**src/hw/rtl/rsks_pkg.sv**
```systemverilog
// Shared constants and control types for the k-smallest running-sum selector.
// No dependencies; imported by every module of the block.
package rsks_pkg;

  localparam int HEAP_DEPTH = 1024;
  localparam int IDX_W      = $clog2(HEAP_DEPTH);
  localparam int CNT_W      = $clog2(HEAP_DEPTH + 1);
  localparam int KEEP_W     = 11;
  localparam int CMP_W      = (CNT_W > KEEP_W) ? CNT_W : KEEP_W;
  localparam int COST_W     = 32;
  localparam int SUM_W      = 43;
  localparam int OUT_SUM_W  = 42;
  localparam int APB_DW     = 32;
  localparam int PADDR_W    = 2;

  localparam logic [KEEP_W-1:0] KEEP_RESET = KEEP_W'(1);

  typedef struct packed {
    logic load;       // item accepted this cycle
    logic up_step;    // one sift-up level
    logic down_step;  // one sift-down level
    logic rd_up;      // next reads fetch the parent rather than the children
  } rsks_cmd_t;

  typedef struct packed {
    logic start_up;   // accepted item needs a sift-up pass
    logic start_down; // accepted item replaces the top and sifts down
    logic up_move;    // sift-up continues after this level
    logic down_move;  // sift-down continues after this level
  } rsks_sts_t;

endpackage

```
**src/hw/rtl/rsks_ctrl.sv**
```systemverilog
// Controller for the k-smallest selector: item handshake, result valid and
// sift sequencing. Depends on rsks_pkg.
module rsks_ctrl
  import rsks_pkg::*;
(
  input  logic      clk,
  input  logic      rst_n,
  input  logic      in_valid,
  output logic      in_stall,
  output logic      out_valid,
  input  logic      out_stall,
  input  rsks_sts_t sts,
  output rsks_cmd_t cmd
);

  localparam logic [1:0] ST_IDLE = 2'd0;
  localparam logic [1:0] ST_UP   = 2'd1;
  localparam logic [1:0] ST_DOWN = 2'd2;

  logic [1:0] state_r, state_nxt;
  logic       out_valid_r, out_valid_nxt;

  always_comb begin
    in_stall      = (state_r != ST_IDLE) | (out_valid_r & out_stall);
    cmd.load      = in_valid & ~in_stall;
    cmd.up_step   = (state_r == ST_UP);
    cmd.down_step = (state_r == ST_DOWN);
    cmd.rd_up     = (state_r == ST_UP) | (cmd.load & sts.start_up);
    out_valid_nxt = cmd.load | (out_valid_r & out_stall);
    state_nxt     = state_r;
    unique case (state_r)
      ST_IDLE: begin
        if (cmd.load && sts.start_up) begin
          state_nxt = ST_UP;
        end else if (cmd.load && sts.start_down) begin
          state_nxt = ST_DOWN;
        end
      end
      ST_UP: begin
        if (!sts.up_move) state_nxt = ST_IDLE;
      end
      ST_DOWN: begin
        if (!sts.down_move) state_nxt = ST_IDLE;
      end
      default: state_nxt = ST_IDLE;
    endcase
  end

  assign out_valid = out_valid_r;

  always_ff @(posedge clk) begin
    if (!rst_n) begin
      state_r     <= ST_IDLE;
      out_valid_r <= 1'b0;
    end else begin
      state_r     <= state_nxt;
      out_valid_r <= out_valid_nxt;
    end
  end

endmodule

```
**config.mk**
```make
export PLATFORM = sky130hd
export DESIGN_NAME = rsks_ctrl
export DESIGN_NICKNAME = d
export VERILOG_FILES = /design/src/hw/rtl/rsks_pkg.sv /design/src/hw/rtl/rsks_ctrl.sv
export SDC_FILE = /design/constraint.sdc
export NUM_CORES = 1
export LEC_CHECK = 0
export BUFFER_PORTS_ARGS = -buffer_cell sky130_fd_sc_hd__buf_2
export CORE_AREA = 2 2 39 41
export CTS_BUF_LIST = sky130_fd_sc_hd__clkbuf_2
export DETAILED_ROUTE_END_ITERATION = 10
export DIE_AREA = 0 0 41 43
export PLACE_DENSITY = 0.41
export SYNTH_ARGS = -nofsm -noshare
export SYNTH_HDL_FRONTEND = slang
export SYNTH_SLANG_ARGS = --single-unit
```
**constraint.sdc**
```tcl
create_clock -name clk -period 2.7 [get_ports clk]
set_clock_uncertainty 0.2 [all_clocks]
set_input_delay 0.54 -clock clk [delete_from_list [all_inputs] [get_ports clk]]
set_output_delay 0.54 -clock clk [all_outputs]
set_load 0.01 [all_outputs]
```
After elaboration in Yosys (flattened, before gate mapping)
Cells that the tools add are included.
{"block": "word_totals", "ff_bits": 3, "latch_bits": 0, "ramBits": 0, "rom_bits": 0, "inputBits": 8, "wordCells": 24, "mem_count": 0}
{"block": "classes", "n_addsub": 0, "mul": 0, "div": 0, "magnitude_cmp": 0, "n_eq_ne": 5, "shifts": 0, "n_mux": 5, "bitwise": 7, "reduce_logical": 5}
{"operator": "$mux 2", "count": 4}
{"operator": "$pmux 2 s3", "count": 1}
{"operator": "$ne 2x2->1 const B", "count": 2}
{"operator": "$and 1x1->1", "count": 3}
{"operator": "$ne 3x3->1 const B", "count": 1}
{"operator": "$or 1x1->1", "count": 3}
{"operator": "$reduce_and 3->1", "count": 1}
{"operator": "$eq 2x1->1 const B", "count": 1}
{"operator": "$eq 2x2->1 const B", "count": 1}
{"operator": "$logic_and 1x1->1", "count": 2}
{"operator": "$logic_not 2->1", "count": 1}
{"operator": "$reduce_bool 2->1", "count": 1}
{"operator": "$not 1->1", "count": 1}

Logic depth before layout (Yosys ltp)
{"block": "depth", "depth_word": 8, "depth_mapped": 3, "depth_no_buf": 3}

Least setup slack after synthesis
Ideal clock, no wire load.
{"block": "synth_timing", "kind": "input to output", "from": "input out_stall", "to": "output cmd[0] (netlist bit)", "t_arrival_ps": 1027, "setup_slack_ps": 933, "stages": 3, "path_buffers": 0, "cell_sequence": "a211oi_2 > nand3_1 > nand2b_1"}
{"element": "from (decl)", "line_no": "rsks_ctrl.sv:11", "source": "input logic out_stall,"}
{"element": "to (decl)", "line_no": "rsks_ctrl.sv:13", "source": "output rsks_cmd_t cmd"}

==> metrics <==
CP peak stage delay 0.27 ns; Hold Slack 0.330 ns; Die X-Extent 41 um; Initial Util 11.4%; Worst path most repeated cell buf_2; Netlist cell types 11; Setup CP Type in2out; Reg2Reg Depth 3; final hold vios 0; Layout Cells excl Fill 53; VDD IR max 0.127 mV; run status finished clean; Power Density 576 mW/mm^2; Residual DRC 0; CP startpoint kind input pin; CP required 1.96 ns; Worst-Skew Late Latency 0.20 ns; WL/cell 8.83 um; Avg Cell Area, Syn 7.88 sq um; fin crit period 2.02 ns; final WL 468 um; Die ar. 0.00176 sq mm; Fmax achieved 495 MHz; worst-case clock buffer depth 2; Area contributors post-synth dfxtp_1, nand2_1, a211oi_2; # rows 14; first-pass GRT wire length 634 um; most frequent cells in the layout buf_2, nand2_1, clkbuf_2; initial drt markers 1; WHS Path Cells 2; Clock Sinks 3; post-CTS setup buffer count 0; gpl congestion 0.608; cells after synthesis 20; Worst-path clk slew 0.04 ns; # setup viols final 0; Slew Limit Fails 0; CP Cell Sequence buf_2, a211oi_2, nand3_1, nand2b_1, buf_2; sequential-to-total area share from yosys stat 38.1%; GRT Util Overall 6.02%; via count 197; Placed Cells incl. Taps 49; Post-Route Setup TNS 0 ns; H-tree depth reported by CTS 1; cts repair resizes 0; hold buffer count at CTS 0; GRT Residual Overflow 0; area leader, netlist dfxtp_1; worst hold path type reg2reg; CTS tree built; Ys Warns 0; Mapped Nets 28; Slew @ Worst Pin 0.280 ns; initial antenna violation count 0; CP arrival 1.28 ns; vias in the first global route 185; top cell type's share of synthesized area 38.1%; Rel. slew slack 81.3%; max-cap viol count 0; fin nets 46; Post-Syn Area 158 sq um; total CTS buffers 3; CTS root buf clkbuf_2; DR vias/cell 3.72; P&R area growth vs syn 66.7%; Port Buffers 13; Die Ht 43 um; core area 0.00138 sq mm; number of diodes 0; Seq cells post-synth 3; CP Max Fanout 4; Pleak 0.146 nW; fin util 19.0%; number of routed nets with antenna violations 0; Tcrit/Tclk final 74.8%; 1st-pass router iterations 2; RSZ-0062 raised after global routing no; element type at the critical path end output pin; commonest non-fill, non-tap cell in the layout buf_2; Ports 14; largest net degree at the start of global routing 6; reg-to-reg slack, setup 1.36 ns; share of layout cells above drive strength 1 48.6%; Crit-path slowest cell a211oi_2
kinds of logic after synthesis:
kind of cell	share of synthesized area [%]
AND/OR/NAND/NOR	24.6
AO/OA/AOI/OAI	30.2
flip-flops	38.1
buffers and inverters	7.14
routing by layer:
layer / track usage, % / share of wire [%] / up-vias
met3: 4.71 / 9.6 / 0
met4: 6.00 / 0 / 0
met2: 8.13 / 55 / 8
met1: 5.14 / 35 / 85
li1: - / - / 104
met5: 0 / 0 / -
registers in the layout, summed over array words and instances, names as in the netlist:
| signal | cells |
|---|---|
| out_valid | 1 |
| state_r | 2 |
synth_stat cells:
| cell type | number |
|---|---|
| a211oi_2 | 1 |
| a21oi_1 | 2 |
| a311o_1 | 1 |
| a311oi_1 | 1 |
| a31oi_1 | 1 |
| dfxtp_1 | 3 |
| inv_1 | 3 |
| nand2_1 | 4 |
| nand2b_1 | 1 |
| nand3_1 | 1 |
| nor2b_1 | 2 |
report_power, final:
part | switching (mW) | internal [mW] | leakage [nW] | total, mW
clock network | 0.0238 | 0.0391 | 0.0166 | 0.0628
logic | 0.0189 | 0.0178 | 0.104 | 0.0367
registers | 0.00390 | 0.0480 | 0.0247 | 0.0519
final timing paths:
path                            startpoint    endpoint
worst min-delay path             out_valid   out_valid
worst max register to register   out_valid  state_r[1]
worst min register to register   out_valid   out_valid
worst max-delay path             out_stall      cmd[0]
final cells by class:
class	count	area, sq um
repair buffers	13	65.1
flip-flops and latches	3	60.1
inverters	3	11.3
fillers	174	1120
well taps	16	20.0
multi-input cells	14	86.3
clock buffers	4	20.0
per-stage QoR:
stage	total power [mW]	setup slack, ns	cell area, sq um
after floorplan	0.0724	0.933	158
after global placement	0.0904	0.685	243
after detailed placement	0.0898	0.673	243
after CTS	0.157	0.670	263
after global routing	0.165	0.609	263
final	0.151	0.681	263
worst max-delay path, delay by kind of cell:
family,cells,cell delay (ns)
and+or+nand+nor,2,0.23
buffers and inverters,2,0.23
AOI/OAI and AO/OA,1,0.27
No activity file was read; power rests on OpenSTA's default activity.
